$ cat config.mk
export PLATFORM = sky130hd
export DESIGN_NAME = wfdr_cell
export DESIGN_NICKNAME = d
export VERILOG_FILES = /design/src/sv/wfdr_pkg.sv /design/src/sv/wfdr_cell.sv
export SDC_FILE = /design/constraint.sdc
export NUM_CORES = 1
export LEC_CHECK = 0
export ABC_AREA = 1
export BUFFER_PORTS_ARGS = -buffer_cell sky130_fd_sc_hd__buf_2
export CAP_MARGIN = 5
export CELL_PAD_IN_SITES_DETAIL_PLACEMENT = 2
export CELL_PAD_IN_SITES_GLOBAL_PLACEMENT = 2
export CORE_MARGIN = 3
export CORE_UTILIZATION = 20
export CTS_BUF_LIST = sky130_fd_sc_hd__clkbuf_4 sky130_fd_sc_hd__clkbuf_8
export CTS_CLUSTER_SIZE = 8
export DETAILED_ROUTE_END_ITERATION = 10
export PLACE_DENSITY_LB_ADDON = 0.08
export SLEW_MARGIN = 0
export SYNTH_ARGS = -nofsm -noshare
export SYNTH_HDL_FRONTEND = slang
export SYNTH_SLANG_ARGS = --single-unit
$ cat constraint.sdc
create_clock -name clk -period 2.5 [get_ports clk]
set_input_delay 0.75 -clock clk [delete_from_list [all_inputs] [get_ports clk]]
set_output_delay 0.75 -clock clk [all_outputs]
set_load 0.02 [all_outputs]
$ cat src/sv/wfdr_pkg.sv
// Shared types and constants of the word frame deframer.
// Used by wfdr_cell and by the top level word_frame_deframer_resync.
`timescale 1ns / 1ps
`default_nettype none
package wfdr_pkg;

    localparam int HEADER_WORDS = 8;
    localparam int HIT_WORDS    = 6;
    localparam int MAX_FRAME    = 64;

    localparam logic [2:0] CFG_MAGIC_WORD     = 3'd0;
    localparam logic [2:0] CFG_END_WORD       = 3'd1;
    localparam logic [2:0] CFG_FORMAT_VERSION = 3'd2;
    localparam logic [2:0] CFG_MAP_FLAG_MASK  = 3'd3;
    localparam logic [2:0] CFG_MAX_RANGE      = 3'd4;
    localparam logic [2:0] CFG_MAX_DOPPLER    = 3'd5;
    localparam logic [2:0] CFG_MAX_HIT_COUNT  = 3'd6;

    typedef enum logic [2:0] {
        S_IDLE,
        S_EVAL,
        S_MUL,
        S_LEN,
        S_EMIT,
        S_DROP,
        S_SEEK
    } state_t;

    typedef struct packed {
        logic load;
        logic shift;
    } cell_ctrl_t;

endpackage
`default_nettype wire

$ cat src/sv/wfdr_cell.sv
// One buffer cell of the deframer: a word and its end-word match at the frame tail.
// Depends on wfdr_pkg for the control struct and the frame size limit.
`timescale 1ns / 1ps
`default_nettype none
module wfdr_cell #(
    parameter int INDEX = 0,
    parameter int FW    = 7
) (
    input  wire                      clk,
    input  wfdr_pkg::cell_ctrl_t     ctrl,
    input  wire  [FW-1:0]            wr_idx,
    input  wire  [31:0]              wr_word,
    input  wire  [31:0]              nb_word,
    input  wire  [6:0]               tail,
    input  wire  [31:0]              end_word,
    output logic [31:0]              word,
    output logic                     tail_hit
);
    import wfdr_pkg::*;

    localparam logic [FW-1:0] MY_IDX = FW'(INDEX);
    localparam bit            REACH  = (INDEX < MAX_FRAME);
    localparam logic [6:0]    TAIL_IDX = 7'(INDEX);

    logic [31:0] word_reg;

    always_ff @(posedge clk)
    begin
        if (ctrl.shift)
        begin
            word_reg <= nb_word;
        end
        else if (ctrl.load && (wr_idx == MY_IDX))
        begin
            word_reg <= wr_word;
        end
    end

    assign word     = word_reg;
    assign tail_hit = REACH && (tail == TAIL_IDX) && (word_reg == end_word);

endmodule
`default_nettype wire

* After elaboration in Yosys (flattened, before gate mapping)
Index checks and enable logic that the tools add are counted.
** Operators by class
- Equal/unequal tests :: 1
- Muxes and demuxes :: 2
- Reduce and logical (&&, ||, !) cells :: 5
** Operators by type and width (number)
- 2-to-1 mux 32 bit :: 2
- equality test 32 bit :: 1
- logical NOT 7 bit :: 2
- logical AND 1 bit :: 2
- nonzero test 2 bit :: 1
** Storage, ports and cells
- Register bits after elaboration :: 32
- Input bits :: 113
- Output and inout bits :: 33
- Logic and storage cells :: 9

* Depth between registers and ports, before layout
Gate-level depths: netlist of run 1.
- Depth in word-level cells :: 4
- Depth in mapped cells :: 8
- Mapped depth without buffers :: 8

* Worst setup path after synthesis of run 1
No wires, ideal clock.
- Kind :: input -> output
- From :: in tail[5]
- To :: out tail_hit
- Arrival time :: 1.378 ns
- Required time :: 1.750 ns
- Slack :: 0.372 ns
- Stages on the path :: 5
- Buffers on the path :: 0
- Cells stage by stage :: nor3_1 nand2_1 nor2_1 nand3_1 nor2_2
** Between the ends
- Word-level cells in the longest chain between the ends :: 2
** Ends and longest elaborated chain
- from (decl) :: RTL line wfdr_cell.sv:14 : input wire [6:0] tail,
- logical NOT 7 bit :: RTL line wfdr_cell.sv:40 : assign tail_hit = REACH && (tail == TAIL_IDX) && (word_reg == end_word);
- logical AND 1 bit :: RTL line wfdr_cell.sv:40
- to (decl) :: RTL line wfdr_cell.sv:17 : output logic tail_hit
No other way between the ends.

* Final worst setup path of run 1
- From :: in end_word[13]
- To :: out tail_hit
** Between the ends
- Word-level cells in the longest chain between the ends :: 2
** Ends and longest elaborated chain
- from (decl) :: RTL line wfdr_cell.sv:15 : input wire [31:0] end_word,
- equality test 32 bit :: RTL line wfdr_cell.sv:40
- logical AND 1 bit :: RTL line wfdr_cell.sv:40
No other way between the ends.

==> results of run 1 <==
-- synthesized netlist by cell type, drive strengths merged --
master and instances:
xnor2 11, nand3 4, buf 7, nor2 21, a31o 1, o21ai 3, inv 37, or2 2
edfxtp 32, nand2 158, nor3 2, nor4 1
-- what timing repair did --
item / in CTS / in global routing
pin swaps: 0 / 12
resized for setup: 2 / 17
setup endpoints to repair: 1 / 1
-- stage by stage --
stage	hold slack (ns)	setup slack (ns)	util [%]	power [mW]	setup TNS (ns)
global route	0.738	-0.0153	31.7	1.54	-0.0153
detailed placement	1.02	-0.0393	30.4	1.10	-0.0393
global placement	1.02	-0.0355	30.4	1.08	-0.0355
CTS	0.725	0.0000638	31.2	1.47	0
floorplan	0.929	0.372	-	0.901	0
finish	0.736	0.113	31.7	1.44	0
-- layout by cell type, fill, tap and decap left out, types with 2 or more instances in the layout --
cell type and instances:
nand2_1 152, buf_2 143, inv_1 33, edfxtp_1 32, nor2_1 12, xnor2_1 11
nor2_2 9, nand2_2 6, clkbuf_8 5, inv_2 4, nand3_1 3, or2_2 2
nor3_1 2, o21ai_0 2, buf_6 2
-- layout make-up --
type / count / area [µm²]
Timing Repair Buffer: 147 / 766
Tap cell: 129 / 161
Multi-Input combinational cell: 203 / 887
Inverter: 37 / 139
Sequential cell: 32 / 961
Fill cell: 1185 / 6430
Clock buffer: 5 / 68.8
-- cells by family after synthesis --
| group | count (synthesis) |
|---|---|
| compound gates | 4 |
| xor+xnor | 11 |
| buf+inv | 44 |
| flops | 32 |
| simple gates | 188 |
-- worst max path at each step --
stage                  from        to  slack [ns]  depth (start not counted)
2_1_floorplan       tail[5]  tail_hit        0.37                          5
3_3_place_gp   end_word[12]  tail_hit       -0.04                         10
3_5_place_dp   end_word[15]  tail_hit       -0.04                          9
4_1_cts        end_word[11]  tail_hit     0.00006                         10
5_1_grt        end_word[17]  tail_hit       -0.02                          9
6_report       end_word[13]  tail_hit        0.11                          9
-- layer usage --
metal | global-route usage (%) | up-vias | part of all wire, %
li1 | - | 1129 | -
met1 | 13.7 | 1047 | 38
met2 | 25.9 | 74 | 53
met3 | 4.96 | 8 | 8.1
met4 | 3.05 | 4 | 0.76
met5 | 0 | - | 0.45
-- power groups by stage --
stage	Combinational [mW]	Clock, mW	Sequential (mW)
after floorplan	0.143	0	0.758
after global placement	0.386	0	0.697
after detailed placement	0.395	0	0.702
after CTS	0.398	0.380	0.690
after global routing	0.446	0.395	0.698
final	0.394	0.360	0.689
-- critical path: stages --
cell	delay, ns
buf_2	0.11
nand2_2	0.07
o21ai_2	0.06
nor2_2	0.12
nand2_1	0.07
nor2_2	0.14
nand3_2	0.08
nor2_2	0.12
buf_6	0.12
==> metrics, run 1 <==
die height=106 µm; Core Area=9420 µm²; dpl hpwl=6260 µm; XOR/XNOR share of the synthesized area=4.86%; slew margin rel.=57.6%; Max-cap violations=0; top cells by area, synth=edfxtp_1 48%, nand2_1 30%, inv_1 6.6%; Worst Setup End Kind=output pin; #FFs+latches synth=32; port bufs=145; Tmin final=2.39 ns; Rows=35; Post-route DRC=0; largest family of logic cells by synthesized area=simple AND/OR/NAND/NOR gates; crit share post-route=95.5%; Clock Path Buffers=2; Req. time, crit path=1.75 ns; Area growth, synth to finish=50.4%; RD Place Congestion=0.662; critical path startpoint category=primary input; Final Routed Wirelength=7520 µm; peak supply drop=0.137 mV; Seq pwr share=47.7%; Slew @ Worst Pin=0.635 ns; leakage dissipation=1.65 nW; Sink Count=32; layout cells sized above 1=41.5%; Fmax=0.419 GHz; Worst-path clk slew=0.06 ns; Synth area leader=edfxtp_1; final std cells w/o fill=553; htree depth=2; global-route wire length before repair=11700 µm; TritonRoute pass-1 iters=4; P_sw=442 µW; top cell type's share of synthesized area=48.5%; Hold Vio Cnt, Final=0; combinational share of power=27.3%; initial antenna violation count=2; final antenna-violating net count=0; Syn. warnings=0; Die Area=11100 µm²; Root Driver=clkbuf_8; initial core utilization=21.1%; Post-CTS Setup Bufs=0; hold path endpoint=word[17]$_DFFE_PP_; Mapped Area=1980 µm²; DR vias=2262; switching share of total power=30.7%; hold_sp=wr_word[17]; chip width=106 µm; Total Routing Usage GR=13.4%; I/O pin count=146; clock buffer count from CTS=5; Post-Synth Simple-Gate Area=36.7%; Min-Delay Path Depth=3; Power Dens Cells=484 nW/µm²; Arr. time, crit path=1.64 ns; Crit Path Max Fanout=2; CTS tree=done; Slew Viols, Final=0; largest net degree at the start of global routing=33; final instance area=2980 µm²; final setup fails=0; Synth Area in Compound Gates=1.20%; Seq/Total Area, Yosys=48.5%; Clk pwr share=25.0%; Cells after Synth=279; drt wl/cell=13.6 µm; via count of the first global-routing pass=2454; Internal Power=1.00 mW; Synth Area in Adders=0%; gr ovfl total=0; area post-placement=2860 µm²; Largest register FFs=32; syn avg cell area=7.11 µm²; routed vias/inst=4.09; Final nets=539; Inst Count DP=548; post-synthesis mux area share=0%; Post-CTS Hold Buffers=0; post-synth net total=392; HP Class=in -> reg; outcome=finished, final reports clean; DR iter-0 viols=51; kind of critical path=in -> out; count of cell types in the netlist=15; antenna diode count=0
No activity file was read; power rests on OpenSTA's default activity.
==> run 2: changes to the inputs <==
PLACE_DENSITY = 0.81   (was unset)
PLACE_DENSITY_LB_ADDON = unset   (was 0.08)
==> metrics, run 2 (same netlist as run 1, synthesis figures left out) <==
Arr. time, crit path=1.65 ns; Setup TNS=0 ns; Hold Vio Cnt, Final=0; Post-CTS Hold Buffers=0; Die Area=11100 µm²; Final Routed Wirelength=7970 µm; htree depth=2; layout cells sized above 1=42.3%; chip width=106 µm; TritonRoute pass-1 iters=4; leakage dissipation=1.69 nW; global-route wire length before repair=12100 µm; Worst-path clk slew=0.07 ns; critical path depth in cells=9; worst path bufs/invs=2; Root Driver=clkbuf_8; kind of critical path=in -> out; Final nets=540; Core Area=9420 µm²; outcome=finished, final reports clean; Slew @ Worst Pin=0.628 ns; I/O pin count=146; hold path endpoint=word[27]$_DFFE_PP_; Max-cap violations=0; most common cell after layout, fill and taps aside=nand2_1; Tmin final=2.40 ns; dpl hpwl=6650 µm; HP Class=in -> reg; Worst Setup End Kind=output pin; largest net degree at the start of global routing=33; Total Routing Usage GR=13.8%; port bufs=145; clock buffer count from CTS=5; Largest stage delay, worst path=0.13 ns; slew margin rel.=58.1%; critical path startpoint category=primary input; Req. time, crit path=1.75 ns; Slowest cell on crit path=nor2_2; final setup fails=0; peak supply drop=0.166 mV; Post-route DRC=0; gr ovfl total=0; cell family with the largest share of critical-path delay=simple AND/OR/NAND/NOR gates; worst path cell trace=buf_6 > nand2_2 > o21ai_2 > nor2_1 > nand2_1 > nor2_2 > nand3_2 > nor2_2 > buf_6; final antenna-violating net count=0; Sink Count=32; post-layout util=32.5%; drt wl/cell=14.3 µm; CTS tree=done; hold_sp=wr_word[27]; DR vias=2299; Rows=35; Min-Delay Path Depth=3; Crit Path Max Fanout=2; crit share post-route=96.1%; Slew Viols, Final=0; Largest register FFs=32; via count of the first global-routing pass=2575; antenna diode count=0; Post-CTS Setup Bufs=0; die height=106 µm; most frequent cells in the layout=152 x nand2_1, 136 x buf_2, 32 x inv_1, 32 x edfxtp_1, 13 x nor2_1; RD Place Congestion=0.697; DR iter-0 viols=59; routed vias/inst=4.13; Area growth, synth to finish=54.3%; initial core utilization=21.1%; Clock Path Buffers=2; initial antenna violation count=0; Power Dens Cells=495 nW/µm²; Fmax=0.416 GHz
-- run 2: changes by cell type in the layout (fill, tap and decap cells not counted) --
| cell | change |
|---|---|
| buf_2 | -7 |
| buf_4 | +1 |
| buf_6 | +7 |
| clkbuf_4 | +2 |
| clkinv_1 | +1 |
| inv_1 | -1 |
| inv_4 | +1 |
| nor2_1 | +1 |
| nor2_2 | -1 |
| o21ai_0 | -2 |
| o21ai_2 | +2 |
-- run 2: metrics by stage --
step | total power, mW | instance area, µm² | setup slack, ns | hold WS [ns] | cells
5_1_grt | 1.61 | 3060 | -0.0193 | 0.734 | 557
3_5_place_dp | 1.10 | 2870 | -0.0174 | 1.02 | 549
3_3_place_gp | 1.08 | 2870 | -0.0128 | 1.02 | 549
2_1_floorplan | 0.901 | 1980 | 0.372 | 0.929 | 279
4_1_cts | 1.53 | 2970 | 0.0296 | 0.726 | 557
6_report | 1.51 | 3060 | 0.0986 | 0.733 | 557
-- run 2: cell type report --
type / instances / area, µm²
tap: 129 / 161
inverter: 37 / 141
clock buffer: 7 / 83.8
timing repair buffer: 148 / 817
multi-input combinational: 203 / 892
fill: 1180 / 6350
sequential: 32 / 961
clock inverter: 1 / 3.75
-- run 2: routing by layer --
| metal | global-route usage, % | vias to the layer above | share of wire, % |
|---|---|---|---|
| li1 | - | 1136 | - |
| met1 | 13.3 | 1089 | 35 |
| met2 | 28.9 | 70 | 58 |
| met3 | 3.67 | 4 | 6.1 |
| met4 | 2.50 | 0 | 0.74 |
| met5 | 0 | - | 0 |
-- run 2: worst max-delay path by stage --
stage	from	end	slack, ns
4_1_cts	end_word[29]	tail_hit	0.03
3_3_place_gp	end_word[13]	tail_hit	-0.01
2_1_floorplan	tail[5]	tail_hit	0.37
6_report	end_word[27]	tail_hit	0.1
5_1_grt	end_word[17]	tail_hit	-0.02
3_5_place_dp	end_word[20]	tail_hit	-0.02
-- run 2: what timing repair did --
item,in CTS,in global routing
setup endpoints to repair,1,1
endpoints found under the hold margin,0,0
gates resized for setup,2,30
pin swaps,0,22
gates cloned,0,0
-- run 2: worst min-delay path, stage by stage --
cell and delay (ns):
buf_2 0.07, nand2_1 0.04, nand2_1 0.04
-- run 2: power breakdown --
group / switching [mW] / total (mW) / internal [mW]
Sequential: 0.0372 / 0.690 / 0.652
Clock: 0.200 / 0.416 / 0.216
Combinational: 0.231 / 0.408 / 0.177
Total: 0.469 / 1.51 / 1.05
==> run 3: changes to the inputs <==
CORE_ASPECT_RATIO = 2   (was unset)
==> metrics, run 3 (same netlist as run 1, synthesis figures left out) <==
Fmax=0.409 GHz; Max-cap violations=0; Worst Setup End Kind=output pin; RSZ-0062 raised after global routing=true; Core Area=9510 µm²; Worst-path clk slew=0.07 ns; Hold Vio Cnt, Final=0; Slew Viols, Final=0; Tmin final=2.45 ns; Final Routed Wirelength=8380 µm; via count of the first global-routing pass=2657; largest net degree at the start of global routing=33; Clock Path Buffers=2; Slew @ Worst Pin=0.580 ns; Clk pwr share=25.5%; outcome=finished, final reports clean; Sink Count=32; Setup TNS=0 ns; Crit Path Max Fanout=2; dpl hpwl=7100 µm; DR iter-0 viols=68; clock buffer count from CTS=5; Die Area=11200 µm²; TritonRoute pass-1 iters=4; Rows=50; layout cells sized above 1=40.4%; Min Hold Slack=0.725 ns; Total Routing Usage GR=15.0%; initial core utilization=20.9%; combinational share of power=27.7%; Post-CTS Setup Bufs=0; final antenna-violating net count=0; port bufs=145; kind of critical path=in -> out; htree depth=2; critical path startpoint category=primary input; global-route wire length before repair=12900 µm; Min-Delay Path Depth=3; final instance area=3030 µm²; hold_sp=wr_word[16]; slew margin rel.=61.3%; Final nets=539; hold path endpoint=word[16]$_DFFE_PP_; worst path cell trace=buf_2 > inv_1 > nand2_1 > nand2_1 > nor2_2 > nand2_2 > nor2_4 > nand3_2 > nor2_2 > buf_6; RD Place Congestion=0.797; Post-route DRC=0; Internal Power=1.01 mW; HP Class=in -> reg; drt wl/cell=15.0 µm; initial antenna violation count=2; switching share of total power=31.7%; CTS tree=done; P_sw=468 µW; Arr. time, crit path=1.70 ns; crit share post-route=97.8%; DR vias=2344; Root Driver=clkbuf_8; peak supply drop=0.178 mV; Area growth, synth to finish=52.6%; Largest register FFs=32; Largest stage delay, worst path=0.14 ns; most frequent cells in the layout=156 x nand2_1, 140 x buf_2, 33 x inv_1, 32 x edfxtp_1, 13 x nor2_1; Req. time, crit path=1.75 ns; Total Power=1.48 mW; Power Dens Cells=488 nW/µm²; I/O pin count=146; area post-placement=2860 µm²; die height=147 µm; chip width=76.4 µm; Post-CTS Hold Buffers=0; gr ovfl total=0; Seq pwr share=46.8%; leakage dissipation=1.67 nW; fill count=1189; final setup fails=0; most common cell after layout, fill and taps aside=nand2_1; Slowest cell on crit path=nor2_2; routed vias/inst=4.20
## run 3: cell count changes in the layout (fill, tap and decap cells not counted), moves of 2 or more
cell,before,now
buf_6,9,4
buf_2,136,140
clkbuf_4,2,0
o21ai_2,3,1
diode_2,0,2
o21ai_0,0,2
nand2_1,152,156
nand2_2,6,1
## run 3: how the worst max path moves through the flow
stage                start  endpoint  slack [ns]  depth (start not counted)
2_1_floorplan      tail[5]  tail_hit        0.37                          5
3_3_place_gp   end_word[6]  tail_hit       -0.11                         10
3_5_place_dp   end_word[6]  tail_hit       -0.14                         10
4_1_cts        end_word[6]  tail_hit       0.009                         10
5_1_grt        end_word[7]  tail_hit       -0.04                          9
6_report       end_word[1]  tail_hit        0.05                         10
## run 3: per-layer routing
metal  vias to the layer above  part of all wire, %  global-route usage (%)  wire [µm]
met2                        90                   60                    30.4       5060
met1                      1101                   30                    13.0       2540
li1                       1135                    -                       -          -
met5                         -                    0                       0          0
met3                        18                  5.3                    2.88        444
met4                         0                  3.9                    9.07        328
## run 3: worst max-delay path, delay by kind of cell
kind / cells / cell delay [ns]
and+or+nand+nor: 7 / 0.69
buffers and inverters: 3 / 0.26
## run 3: power by group through the flow
| stage | clock network, mW | registers, mW | logic [mW] |
|---|---|---|---|
| after global placement | 0 | 0.699 | 0.386 |
| after global routing | 0.422 | 0.698 | 0.459 |
| after CTS | 0.394 | 0.692 | 0.409 |
| after floorplan | 0 | 0.758 | 0.143 |
| after detailed placement | 0 | 0.703 | 0.404 |
| final | 0.377 | 0.691 | 0.409 |
## run 3: area by class of cell
type	count	area [µm²]	share of cell area [%]
Antenna cell	2	5.00	0.165
Clock buffer	5	68.8	2.27
Clock inverter	2	7.51	0.248
Inverter	37	141	4.67
Multi-Input combinational cell	203	892	29.5
Sequential cell	32	961	31.7
Tap cell	130	163	5.37
Timing Repair Buffer	147	788	26.0
## run 3: what timing repair did
item                                    CTS  global route
cloned                                    0             0
endpoints found under the setup margin    1             1
gates resized for setup                   6            16
pin swaps                                 0            15
## run 3: stage by stage
step                util [%]  setup WS (ns)  instances
finish                  31.8         0.0539        558
global route            31.8        -0.0399        558
CTS                     31.1        0.00870        556
detailed placement      30.1         -0.144        549
global placement        30.1         -0.108        549
floorplan                  -          0.372        279
